**src/rtl/pvqs_pkg.sv**
```systemverilog
// ----------------------------------------------------------------------------
// pvqs_pkg
// Types and constants of the paced version query scheduler: item structs,
// action codes, sequencer states and reset values.
// ----------------------------------------------------------------------------
package pvqs_pkg;

    // default number of axes on the bus
    localparam int AXIS_COUNT_DEF = 7;

    // reset value of the re-query interval in microseconds
    localparam logic [31:0] REQUERY_RESET_US = 32'd1000000;

    // action codes of an input item
    typedef enum logic [1:0] {
        ACT_TICK   = 2'd0,
        ACT_RECORD = 2'd1,
        ACT_READ   = 2'd2,
        ACT_CLEAR  = 2'd3
    } t_action;

    // one input item
    typedef struct packed {
        t_action     action;
        logic [2:0]  axis;
        logic [63:0] payload;
        logic [6:0]  present_mask;
        logic        commands_allowed;
        logic        tx_ready;
        logic [63:0] now_us;
    } t_in_item;

    // one result item
    typedef struct packed {
        logic        query_sent;
        logic [2:0]  query_axis;
        logic [6:0]  reply_mask;
        logic [6:0]  queried_mask;
        logic [63:0] version_word;
        logic        version_valid;
    } t_out_item;

    // sequencer states
    typedef enum logic [1:0] {
        ST_IDLE,
        ST_ACCESS,
        ST_DONE
    } t_state;

endpackage

```
**src/rtl/paced_version_query_scheduler.sv**
```systemverilog
// ----------------------------------------------------------------------------
// paced_version_query_scheduler
// Picks at most one version query per tick across the axes, with retries paced by a
// re-query interval, and keeps each axis's 64-bit reply in a small synchronous memory.
// ----------------------------------------------------------------------------
// A result is strobed on o_done from the r_done register, loaded in the update state
// that follows the access state after the start transfer. A new item is taken only
//   back in idle, after the reply memory read and the update; busy is high in both.
// The receiver cannot stall: each result is shown for exactly one cycle.
// Reset (synchronous, i_rst_n low): masks and last send time cleared, interval
//   back to 1000000 us; memory words are masked by the received bits.
module paced_version_query_scheduler #(
    parameter int AXIS_COUNT = pvqs_pkg::AXIS_COUNT_DEF
) (
    input  logic                 i_clk,
    input  logic                 i_rst_n,
    // item channel
    input  logic                 start,
    output logic                 busy,
    input  pvqs_pkg::t_in_item   i_item,
    // result channel
    output logic                 o_done,
    output pvqs_pkg::t_out_item  o_result,
    // configuration write channel
    input  logic                 i_cfg_valid,
    output logic                 o_cfg_ready,
    input  logic [31:0]          i_cfg_data
);
    import pvqs_pkg::*;

    localparam int AIW = (AXIS_COUNT > 1) ? $clog2(AXIS_COUNT) : 1;

    // sequencer
    t_state r_state, n_state;
    logic   rd_en;
    logic   upd_en;

    // captured item
    t_in_item r_item;

    // architectural state
    logic [AXIS_COUNT-1:0] r_got, n_got;
    logic [AXIS_COUNT-1:0] r_asked, n_asked;
    logic [63:0]           r_last_send, n_last_send;
    logic [31:0]           r_interval;

    // reply memory and its registered read port
    logic [63:0] r_cache [AXIS_COUNT];
    logic [63:0] r_rd_word;
    logic        cache_wr;

    // elapsed time since the last accepted send
    logic [63:0] r_elapsed;

    // result register
    t_out_item r_out, n_out;
    logic      r_done;

    // decoded item
    logic                  axis_ok;
    logic [AIW-1:0]        axis_idx;
    logic [AXIS_COUNT-1:0] present;
    logic [AXIS_COUNT-1:0] fresh_cand;
    logic [AXIS_COUNT-1:0] retry_cand;

    // lowest set bit of a mask, with a found flag
    function automatic logic [3:0] lowest_bit(input logic [AXIS_COUNT-1:0] m);
        logic [3:0] res;
        res = 4'd0;
        for (int i = AXIS_COUNT - 1; i >= 0; i--) begin
            if (m[i]) begin
                res = {1'b1, 3'(i)};
            end
        end
        return res;
    endfunction

    // axis decode and candidate masks
    always_comb begin
        axis_ok  = ({1'b0, r_item.axis} < 4'(AXIS_COUNT));
        axis_idx = r_item.axis[AIW-1:0];
        present  = '0;
        for (int i = 0; i < AXIS_COUNT; i++) begin
            if (i < 7) begin
                present[i] = r_item.present_mask[i];
            end
        end
        fresh_cand = present & ~r_asked;
        retry_cand = present & ~r_got;
    end

    // next state
    always_comb begin
        n_state = r_state;
        unique case (r_state)
            ST_IDLE:   if (start) begin
                n_state = ST_ACCESS;
            end
            ST_ACCESS: n_state = ST_DONE;
            ST_DONE:   n_state = ST_IDLE;
            default:   n_state = ST_IDLE;
        endcase
    end

    // sequencer outputs
    always_comb begin
        busy   = 1'b1;
        rd_en  = 1'b0;
        upd_en = 1'b0;
        unique case (r_state)
            ST_IDLE:   busy = 1'b0;
            ST_ACCESS: rd_en = axis_ok;
            ST_DONE:   upd_en = 1'b1;
            default:   busy = 1'b1;
        endcase
    end

    // read-modify-write of the item's effect
    always_comb begin
        logic [3:0] fresh;
        logic [3:0] retry;
        fresh       = lowest_bit(fresh_cand);
        retry       = lowest_bit(retry_cand);
        n_got       = r_got;
        n_asked     = r_asked;
        n_last_send = r_last_send;
        cache_wr    = 1'b0;
        n_out       = '0;
        unique case (r_item.action)
            ACT_TICK: begin
                if (r_item.commands_allowed) begin
                    priority if (fresh[3]) begin
                        if (r_item.tx_ready) begin
                            n_asked[fresh[AIW-1:0]] = 1'b1;
                            n_last_send         = r_item.now_us;
                            n_out.query_sent    = 1'b1;
                            n_out.query_axis    = fresh[2:0];
                        end
                    end else if (r_elapsed >= {32'd0, r_interval}) begin
                        if (retry[3] && r_item.tx_ready) begin
                            n_last_send      = r_item.now_us;
                            n_out.query_sent = 1'b1;
                            n_out.query_axis = retry[2:0];
                        end
                    end
                end
            end
            ACT_RECORD: begin
                if (axis_ok) begin
                    cache_wr          = upd_en;
                    n_got[axis_idx]   = 1'b1;
                end
            end
            ACT_READ: begin
                if (axis_ok && r_got[axis_idx]) begin
                    n_out.version_word  = r_rd_word;
                    n_out.version_valid = 1'b1;
                end
            end
            ACT_CLEAR: begin
                n_got       = '0;
                n_asked     = '0;
                n_last_send = '0;
            end
            default: n_out = '0;
        endcase
        for (int i = 0; i < AXIS_COUNT; i++) begin
            if (i < 7) begin
                n_out.reply_mask[i]   = n_got[i];
                n_out.queried_mask[i] = n_asked[i];
            end
        end
    end

    // control and state registers
    always_ff @(posedge i_clk) begin
        if (!i_rst_n) begin
            r_state     <= ST_IDLE;
            r_got       <= '0;
            r_asked     <= '0;
            r_last_send <= '0;
            r_interval  <= REQUERY_RESET_US;
            r_done      <= 1'b0;
        end else begin
            r_state <= n_state;
            r_done  <= upd_en;
            if (upd_en) begin
                r_got       <= n_got;
                r_asked     <= n_asked;
                r_last_send <= n_last_send;
            end
            if (i_cfg_valid && o_cfg_ready) begin
                r_interval <= i_cfg_data;
            end
        end
    end

    // item capture, elapsed time and result payload
    always_ff @(posedge i_clk) begin
        if (start && !busy) begin
            r_item <= i_item;
        end
        if (r_state == ST_ACCESS) begin
            r_elapsed <= r_item.now_us - r_last_send;
        end
        if (upd_en) begin
            r_out <= n_out;
        end
    end

    // reply memory: read in the access cycle, written in the update cycle,
    // so one item never overlaps another on the same entry
    always_ff @(posedge i_clk) begin
        if (cache_wr) begin
            r_cache[axis_idx] <= r_item.payload;
        end
        if (rd_en) begin
            r_rd_word <= r_cache[axis_idx];
        end
    end

    assign o_done      = r_done;
    assign o_result    = r_out;
    // interval writes only between items
    assign o_cfg_ready = !busy;

    // a result only follows the update cycle
    a_done_after_update: assert property (@(posedge i_clk) disable iff (!i_rst_n)
        o_done |-> $past(r_state == ST_DONE))
        else $error("result strobe without update cycle");

    // every item transfer yields its result strobe after the access and update states
    a_item_result: assert property (@(posedge i_clk) disable iff (!i_rst_n)
        (start && !busy) |-> ##3 o_done)
        else $error("item transfer without result");

    // a sent query addresses an axis that is marked as queried
    a_sent_is_queried: assert property (@(posedge i_clk) disable iff (!i_rst_n)
        (o_done && o_result.query_sent) |-> o_result.queried_mask[o_result.query_axis])
        else $error("sent query axis not in queried mask");

    // no query, no axis
    a_idle_axis_zero: assert property (@(posedge i_clk) disable iff (!i_rst_n)
        (o_done && !o_result.query_sent) |-> (o_result.query_axis == 3'd0))
        else $error("query axis set without a send");

endmodule
```
**config.mk**
```make
export PLATFORM = sky130hd
export DESIGN_NAME = paced_version_query_scheduler
export DESIGN_NICKNAME = d
export VERILOG_FILES = /design/src/rtl/pvqs_pkg.sv /design/src/rtl/paced_version_query_scheduler.sv
export SDC_FILE = /design/constraint.sdc
export NUM_CORES = 1
export LEC_CHECK = 0
export ABC_AREA = 1
export BUFFER_PORTS_ARGS = -buffer_cell sky130_fd_sc_hd__buf_4
export CORE_AREA = 2 2 192 382
export DETAILED_ROUTE_END_ITERATION = 16
export DIE_AREA = 0 0 194 384
export PLACE_DENSITY = 0.75
export SLEW_MARGIN = 10
export SYNTH_ARGS = -nofsm -noshare
export SYNTH_HDL_FRONTEND = slang
export SYNTH_SLANG_ARGS = --single-unit
```
**constraint.sdc**
```tcl
create_clock -name i_clk -period 7.6 [get_ports i_clk]
set_input_delay 0.76 -clock i_clk [delete_from_list [all_inputs] [get_ports i_clk]]
set_output_delay 0.76 -clock i_clk [all_outputs]
set_load 0.02 [all_outputs]
```
==> results of run 1 <==
## layout make-up
cell class / count / area share
timing repair buffer: 292 / 0.04939
multi-input combinational: 1816 / 0.2359
inverter: 460 / 0.03891
clock inverter: 55 / 0.01054
tap: 916 / 0.02582
clock buffer: 91 / 0.04652
sequential: 914 / 0.5930
## worst paths after layout
check / from / end / slack, ps
worst max-delay path: r_state[1]$_SDFFE_PN0P_ / r_last_send[38]$_SDFFE_PN0P_ / 3760
worst min register to register: r_interval[3]$_SDFFE_PN0P_ / r_interval[3]$_SDFFE_PN0P_ / 460
worst max register to register: r_state[1]$_SDFFE_PN0P_ / r_last_send[38]$_SDFFE_PN0P_ / 3760
worst min-delay path: i_item[103] / r_item[103]$_DFFE_PP_ / 270
## routing by layer
| layer | vias to the layer above | global-route usage | wire, um |
|---|---|---|---|
| li1 | 11830 | - | - |
| met5 | - | 0 | 0 |
| met2 | 872 | 0.4776 | 51500 |
| met4 | 0 | 0.1688 | 6544 |
| met3 | 256 | 0.03582 | 5001 |
| met1 | 12020 | 0.2694 | 33190 |
## kinds of logic (layout without fill, tap and decap cells)
| family | after synthesis | after routing | share of synthesized area |
|---|---|---|---|
| DFF | 914 | 914 | 0.6752 |
| and+or+nand+nor | 1157 | 1157 | 0.1379 |
| buffers and inverters | 559 | 898 | 0.05936 |
| adders and majority gates | 100 | 100 | 0.03230 |
| AOI/OAI and AO/OA | 510 | 510 | 0.08421 |
| xor gates and xnor gates | 49 | 49 | 0.01101 |
## worst max-delay path, cell delays in order, from the launching register on
cell and delay [ps]:
dfxtp_1 430, inv_2 70, nor2_4 80, buf_4 550, inv_2 330, a31oi_1 340
nand4_4 750, buf_4 710, nor2_1 250, nor2_2 50
## per-stage QoR
stage	hold slack, ps	setup slack (ps)	cell area, um2	total power [uW]	util
after floorplan	435.3	64.06	38970	6379	-
after global placement	446.0	3837	41850	6732	0.5840
after detailed placement	454.0	3786	41850	6748	0.5840
after CTS	223.5	3728	44380	10670	0.6194
after global routing	235.3	3485	44380	10940	0.6194
final	270.6	3761	44380	10590	0.6194
## power groups by stage
| stage | registers (uW) | logic, uW | clock network (uW) |
|---|---|---|---|
| CTS | 5710 | 931 | 4030 |
| detailed placement | 5820 | 927 | 0 |
| floorplan | 5820 | 561 | 0 |
| global route | 5720 | 1020 | 4190 |
| finish | 5710 | 932 | 3940 |
| global placement | 5820 | 916 | 0 |
## sequential cells by signal, indices dropped and copies added (netlist names)
name / flops
present: 7
r_got: 7
r_elapsed: 64
r_asked: 7
r_interval: 32
r_cache: 448
r_state: 2
o_result: 83
r_rd_word: 64
r_last_send: 64
axis_idx: 3
o_done: 1
r_item: 132
## cells in the final DEF (no fill, tap or decap), types with 7 or more instances in the layout
cell type	count
ha_1	98
clkinv_1	15
a31oi_1	14
clkinvlp_4	8
nand2_4	50
clkbuf_1	10
a21o_1	11
dfxtp_1	113
a22oi_1	70
xor2_1	42
inv_2	16
nand2_1	429
o21ai_0	99
nor2_4	13
o211ai_1	14
edfxtp_1	801
a221oi_1	50
a21oi_1	160
nand3_1	96
nand4_1	19
nor3_1	18
nand2_2	52
inv_1	443
clkinv_2	18
nor2_1	355
buf_4	292
o21bai_1	8
xnor2_1	7
a22o_1	44
clkbuf_16	81
nor2_2	111
==> metrics.log, run 1 <==
[metrics] CTS root buf: clkbuf_16
[metrics] final net count: 3,841
[metrics] Max Transition Viols Final: 0
[metrics] portion of total power attributed to combinational logic: 0.088
[metrics] total routing usage reported by global routing: 0.2572
[metrics] final count of hold timing violations: 0
[metrics] synth top area cells: edfxtp_1, dfxtp_1, inv_1
[metrics] Hold Path Stages: 1
[metrics] Clock Skew: 32.43 ps
[metrics] Post-CTS Hold Buffers: 0
[metrics] Cell variety after synth: 53
[metrics] number of fillers in the final layout: 5,679
[metrics] switching portion of total power: 0.2388
[metrics] post-CTS setup buffers: 0
[metrics] worst-path maximum fanout: 55
[metrics] predominant post-synthesis flop cell: edfxtp_1
[metrics] core area: 71,650 um2
[metrics] internal power summed over all cells: 8060 uW
[metrics] final total negative setup slack: 0 ps
[metrics] portion of total power attributed to sequential cells: 0.540
[metrics] CTS tree: yes
[metrics] path type of the worst min-delay path: primary input to register
[metrics] top cells by instance count after synthesis: edfxtp_1, inv_1, nand2_1
[metrics] min Tclk post-route: 3839 ps
[metrics] effective utilization at floorplan: 0.5439
[metrics] count of mapped cells out of synthesis: 3,289
[metrics] I/O pin cnt: 264
[metrics] fmax: 260.5 MHz
[metrics] CTS resizes: 0
[metrics] Layout Area Growth over Synthesis: 13.87%
[metrics] Avg Synthesized Cell Area: 11.85 um2
[metrics] R2R cell count: 9
[metrics] Total Wirelength: 96,230 um
[metrics] synthesized net count: 3,567
[metrics] Worst Path Required: 8140 ps
[metrics] layout cell share with drive strength beyond 1: 0.1858
[metrics] DRT iter0 DRCs: 1,447
[metrics] full die area: 74,500 um2
[metrics] Multi-input gate area: 10,470 um2
[metrics] net load switching power: 2528 uW
[metrics] actual slew at the worst max-slew pin: 1195 ps
[metrics] dominant cell by count in the synthesized netlist: edfxtp_1
[metrics] DR vias/cell: 5.496
[metrics] number of search-and-repair iterations in the first detailed-routing pass: 5
[metrics] share of the clock period used by the worst path after layout: 0.5051
[metrics] width of the chip: 194 um
[metrics] type of the setup path with the least slack: register to register
[metrics] Seq. cell area: 26,320 um2
[metrics] count of warnings emitted by yosys: 0
[metrics] routability-driven placement congestion ratio: 0.9831
[metrics] cell count after placement: 4,398
[metrics] max-cap viol count: 0
[metrics] number of antenna repair diodes: 0
[metrics] number of sinks handled by clock tree synthesis: 914
[metrics] worst relative slew slack: 0.1970
[metrics] routed length per instance: 21.18 um
[metrics] cell taking the most area after synthesis: edfxtp_1
[metrics] Arr. time, crit path: 4380 ps
[metrics] Bufs on Longest Clock Path: 3
[metrics] total via count in the routed design: 24,980
[metrics] area of the mapped netlist: 38,970 um2
[metrics] number of global-route vias before repair: 25,310
[metrics] overall overflow remaining after global route: 0
[metrics] Power Dens Cells: 238.6 nW/um2
[metrics] unrepaired setup endpoints after global routing: false
[metrics] Synth top area share: 0.6172
[metrics] clock buffer count from CTS: 79
[metrics] sum of net half-perimeters after detailed placement: 64,080 um
[metrics] initial antenna violation count: 1
[metrics] run status: finished, final reports clean
[metrics] final cell count without fillers: 4,544
[metrics] pin count of the biggest net entering global routing: 65
[metrics] Seq/Total Area, Yosys: 0.6752
[metrics] number of enable flip-flop cells after synthesis: 801
[metrics] die outline height: 384 um
[metrics] CTS H-tree depth: 3
[metrics] proportion of power drawn by the clock network: 0.372
[metrics] count of endpoints failing setup in the final report: 0
[metrics] floorplan row count: 139
[metrics] Critical Path End Type: register
[metrics] clock slew seen by the registers of the worst setup and hold paths: 70 ps
[metrics] Worst Setup Start Kind: register
[metrics] Antenna Nets Post-Route: 0
[metrics] leakage power: 0.01706 uW
[metrics] DRC violation count after routing: 0
[metrics] maximum VDD drop: 0.3530 mV
[metrics] fraction of synthesis flops using an asynchronous set or reset pin: 0
[metrics] first-pass GRT wire length: 143,700 um
[metrics] input/output buffers: 263
[metrics] number of register bits inferred by synthesis: 914
[metrics] clock insertion delay at the later pin of the skew report: 660 ps
No activity file was read; power rests on OpenSTA's default activity.
==> inputs of run 2 (changes only) <==
- ABC_AREA: 1 -> 0
- CORE_AREA: 2 2 192 382 -> 2 2 191 380
- DIE_AREA: 0 0 194 384 -> 0 0 193 382
- PLACE_DENSITY: 0.75 -> 0.74
- clock period: 7.6 -> 3.5 ns (I/O delays scaled with it)
==> metrics.log, run 2 <==
[metrics] I/O pin cnt: 264
[metrics] max-cap viol count: 0
[metrics] dominant combinational cell family by area after synthesis: compound AO/OA/AOI/OAI gates
[metrics] portion of netlist area occupied by mux cells: 0.02905
[metrics] total routing usage reported by global routing: 0.2484
[metrics] Avg Synthesized Cell Area: 14.12 um2
[metrics] Worst Path Required: 3900 ps
[metrics] fraction of the mapped netlist area in adder cells: 0.03329
[metrics] final total negative setup slack: 0 ps
[metrics] final count of hold timing violations: 0
[metrics] worst relative slew slack: 0.2914
[metrics] width of the chip: 193 um
[metrics] clock buffer count from CTS: 79
[metrics] floorplan row count: 138
[metrics] pin count of the biggest net entering global routing: 95
[metrics] predominant post-synthesis flop cell: edfxtp_1
[metrics] unrepaired setup endpoints after global routing: false
[metrics] max incr delay on CP: 690 ps
[metrics] maximum VDD drop: 0.5071 mV
[metrics] area of the mapped netlist: 37,810 um2
[metrics] sum of net half-perimeters after detailed placement: 57,900 um
[metrics] top library cells by usage in the layout, fill and taps aside: edfxtp_1, buf_4, a21oi_1
[metrics] CTS H-tree depth: 3
[metrics] most frequent standard cell in the layout excluding fill and tap cells: edfxtp_1
[metrics] Biggest register: r_cache
[metrics] Worst R2R Setup Slack: 40 ps
[metrics] CP max-delay cell: nor4_1
[metrics] family with the most delay on the worst path: simple AND/OR/NAND/NOR gates
[metrics] clock insertion delay at the later pin of the skew report: 690 ps
[metrics] input/output buffers: 263
[metrics] worst-path maximum fanout: 6
[metrics] number of enable flip-flop cells after synthesis: 801
[metrics] final cell count without fillers: 4,094
[metrics] number of global-route vias before repair: 24,920
[metrics] count of warnings emitted by yosys: 0
[metrics] Arr. time, crit path: 3850 ps
[metrics] number of sinks handled by clock tree synthesis: 914
[metrics] synth top area cells: edfxtp_1, dfxtp_1, ha_1
[metrics] Max Transition Viols Final: 0
[metrics] basic-gate share of the synthesized area counting and, or, nand and nor cells: 0.07697
[metrics] CTS root buf: clkbuf_16
[metrics] Cell Chain, Critical Path: ha_1, and2_1, nand3_1, nor4_1, o21ai_1, nand2_2, a31oi_1, a211oi_2, xor2_1
[metrics] initial antenna violation count: 7
[metrics] Bufs and invs on worst path: 0
[metrics] number of fillers in the final layout: 5,040
[metrics] Synth top area share: 0.6361
[metrics] cell count after placement: 3,772
[metrics] Critical Path End Type: register
[metrics] DRT iter0 DRCs: 1,649
[metrics] fraction of synthesis flops using an asynchronous set or reset pin: 0
[metrics] fmax: 289.4 MHz
[metrics] clock slew seen by the registers of the worst setup and hold paths: 70 ps
[metrics] first-pass GRT wire length: 137,900 um
[metrics] effective utilization at floorplan: 0.5341
[metrics] DR vias/cell: 5.859
[metrics] Power Dens Cells: 507.5 nW/um2
[metrics] count of mapped cells out of synthesis: 2,677
[metrics] Cell variety after synth: 77
[metrics] path type of the worst min-delay path: primary input to register
[metrics] overall overflow remaining after global route: 0
[metrics] share of the synthesized netlist area taken by xor and xnor gates: 0.01390
[metrics] full die area: 73,730 um2
[metrics] synthesized net count: 2,955
[metrics] Clock Skew: 51.93 ps
[metrics] cell taking the most area after synthesis: edfxtp_1
[metrics] Worst Setup Start Kind: register
[metrics] number of search-and-repair iterations in the first detailed-routing pass: 5
[metrics] min Tclk post-route: 3455 ps
[metrics] top cells by instance count after synthesis: edfxtp_1, a21oi_1, nand2_1
[metrics] run status: finished, final reports clean
[metrics] CTS tree: yes
[metrics] actual slew at the worst max-slew pin: 1063 ps
[metrics] Antenna Nets Post-Route: 0
[metrics] Layout Area Growth over Synthesis: 20.52%
[metrics] layout cell share with drive strength beyond 1: 0.1657
[metrics] post-CTS setup buffers: 0
[metrics] total via count in the routed design: 23,990
[metrics] routed length per instance: 22.53 um
[metrics] Total Wirelength: 92,240 um
[metrics] type of the setup path with the least slack: register to register
[metrics] share of the clock period used by the worst path after layout: 0.9873
[metrics] final net count: 3,396
[metrics] DRC violation count after routing: 0
[metrics] flip-flop count of the largest register after layout: 448
[metrics] Bufs on Longest Clock Path: 3
[metrics] leakage power: 0.01596 uW
[metrics] core area: 70,790 um2
[metrics] Seq/Total Area, Yosys: 0.6960
[metrics] dominant cell by count in the synthesized netlist: edfxtp_1
[metrics] routability-driven placement congestion ratio: 1.008
[metrics] Compound-Gate Fraction of Synth Area: 0.1246
[metrics] count of endpoints failing setup in the final report: 0
[metrics] number of register bits inferred by synthesis: 914
[metrics] die outline height: 382 um
run 2: cell types whose count changed in the layout (fill, tap and decap cells not counted), sizes merged, moves of 33 or more:
cell,before,now
a21o,11,44
a21oi,163,201
a221o,0,37
a22oi,70,34
and2,0,81
dlygate4sd3,0,175
inv,463,124
mux2,0,34
mux2i,0,58
nand2,531,177
nand3,96,20
nor2,479,115
nor3b,1,63
o2bb2ai,0,65
run 2: power breakdown:
part	switching, uW	internal [uW]	total [uW]
clock network	4060	4880	8940
registers	174	12200	12300
logic	1050	795	1850
total	5280	17800	23100
run 2: per-stage QoR:
step | instance area, um2 | hold WS [ps] | total power (uW) | utilization | setup WS [ps]
after floorplan | 37850 | 443.5 | 13560 | - | 173.3
after global placement | 41130 | 455.1 | 14180 | 0.5811 | 188.0
after detailed placement | 41130 | 461.6 | 14240 | 0.5811 | 154.1
after CTS | 45550 | 136.5 | 23250 | 0.6434 | 140.2
after global routing | 45560 | 177.5 | 23810 | 0.6436 | 28.59
final | 45570 | 167.5 | 23130 | 0.6437 | 44.60
run 2: layout make-up:
| cell class | instances | area (um2) | share of cell area |
|---|---|---|---|
| clock inverters | 52 | 608.1 | 0.01334 |
| clock buffers | 91 | 2052 | 0.04503 |
| multi-input cells | 1507 | 10640 | 0.2336 |
| flip-flops and latches | 914 | 26320 | 0.5775 |
| inverters | 123 | 464.2 | 0.01019 |
| repair buffers | 493 | 4339 | 0.09522 |
| well taps | 910 | 1139 | 0.02498 |
| diodes | 4 | 10.01 | 0.0002196 |
run 2: final timing paths:
path                          startpoint                           to  cells after the start
min reg2reg  r_interval[20]$_SDFFE_PN0P_  r_interval[20]$_SDFFE_PN0P_                      2
max                 r_item[26]$_DFFE_PP_      r_elapsed[60]$_DFFE_PP_                      9
min                              i_rst_n  r_interval[16]$_SDFFE_PN1P_                      2
max reg2reg         r_item[26]$_DFFE_PP_      r_elapsed[60]$_DFFE_PP_                      9
run 2: repair_timing:
item                       4_1_cts  5_1_grt
hold buffers                   175        0
hold endpoints to repair       175        0
resized for setup                0        3
setup endpoints to repair        0        3
run 2: metal layers:
layer,track usage,vias up,wire length [um]
met2,0.4559,962,48980
met5,0,-,85
met4,0.1101,12,3315
li1,-,11050,-
met1,0.2776,11750,33590
met3,0.04300,215,6263
run 2: cells by family after synthesis:
group                    Yosys count
flip-flops                       914
AND/OR/NAND/NOR                  572
multiplexers                      98
adder cells (fa/ha/maj)          100
buffers and inverters            256
AO/OA/AOI/OAI                    677
XOR/XNOR                          60
run 2: worst reg2reg max path, stage by stage, from the launching register on:
cell      delay (ps)
edfxtp_1         380
ha_1             410
and2_1           270
nand3_1          170
nor4_1           690
o21ai_1          480
nand2_2          280
a31oi_1          150
a211oi_2         280
xor2_1           100
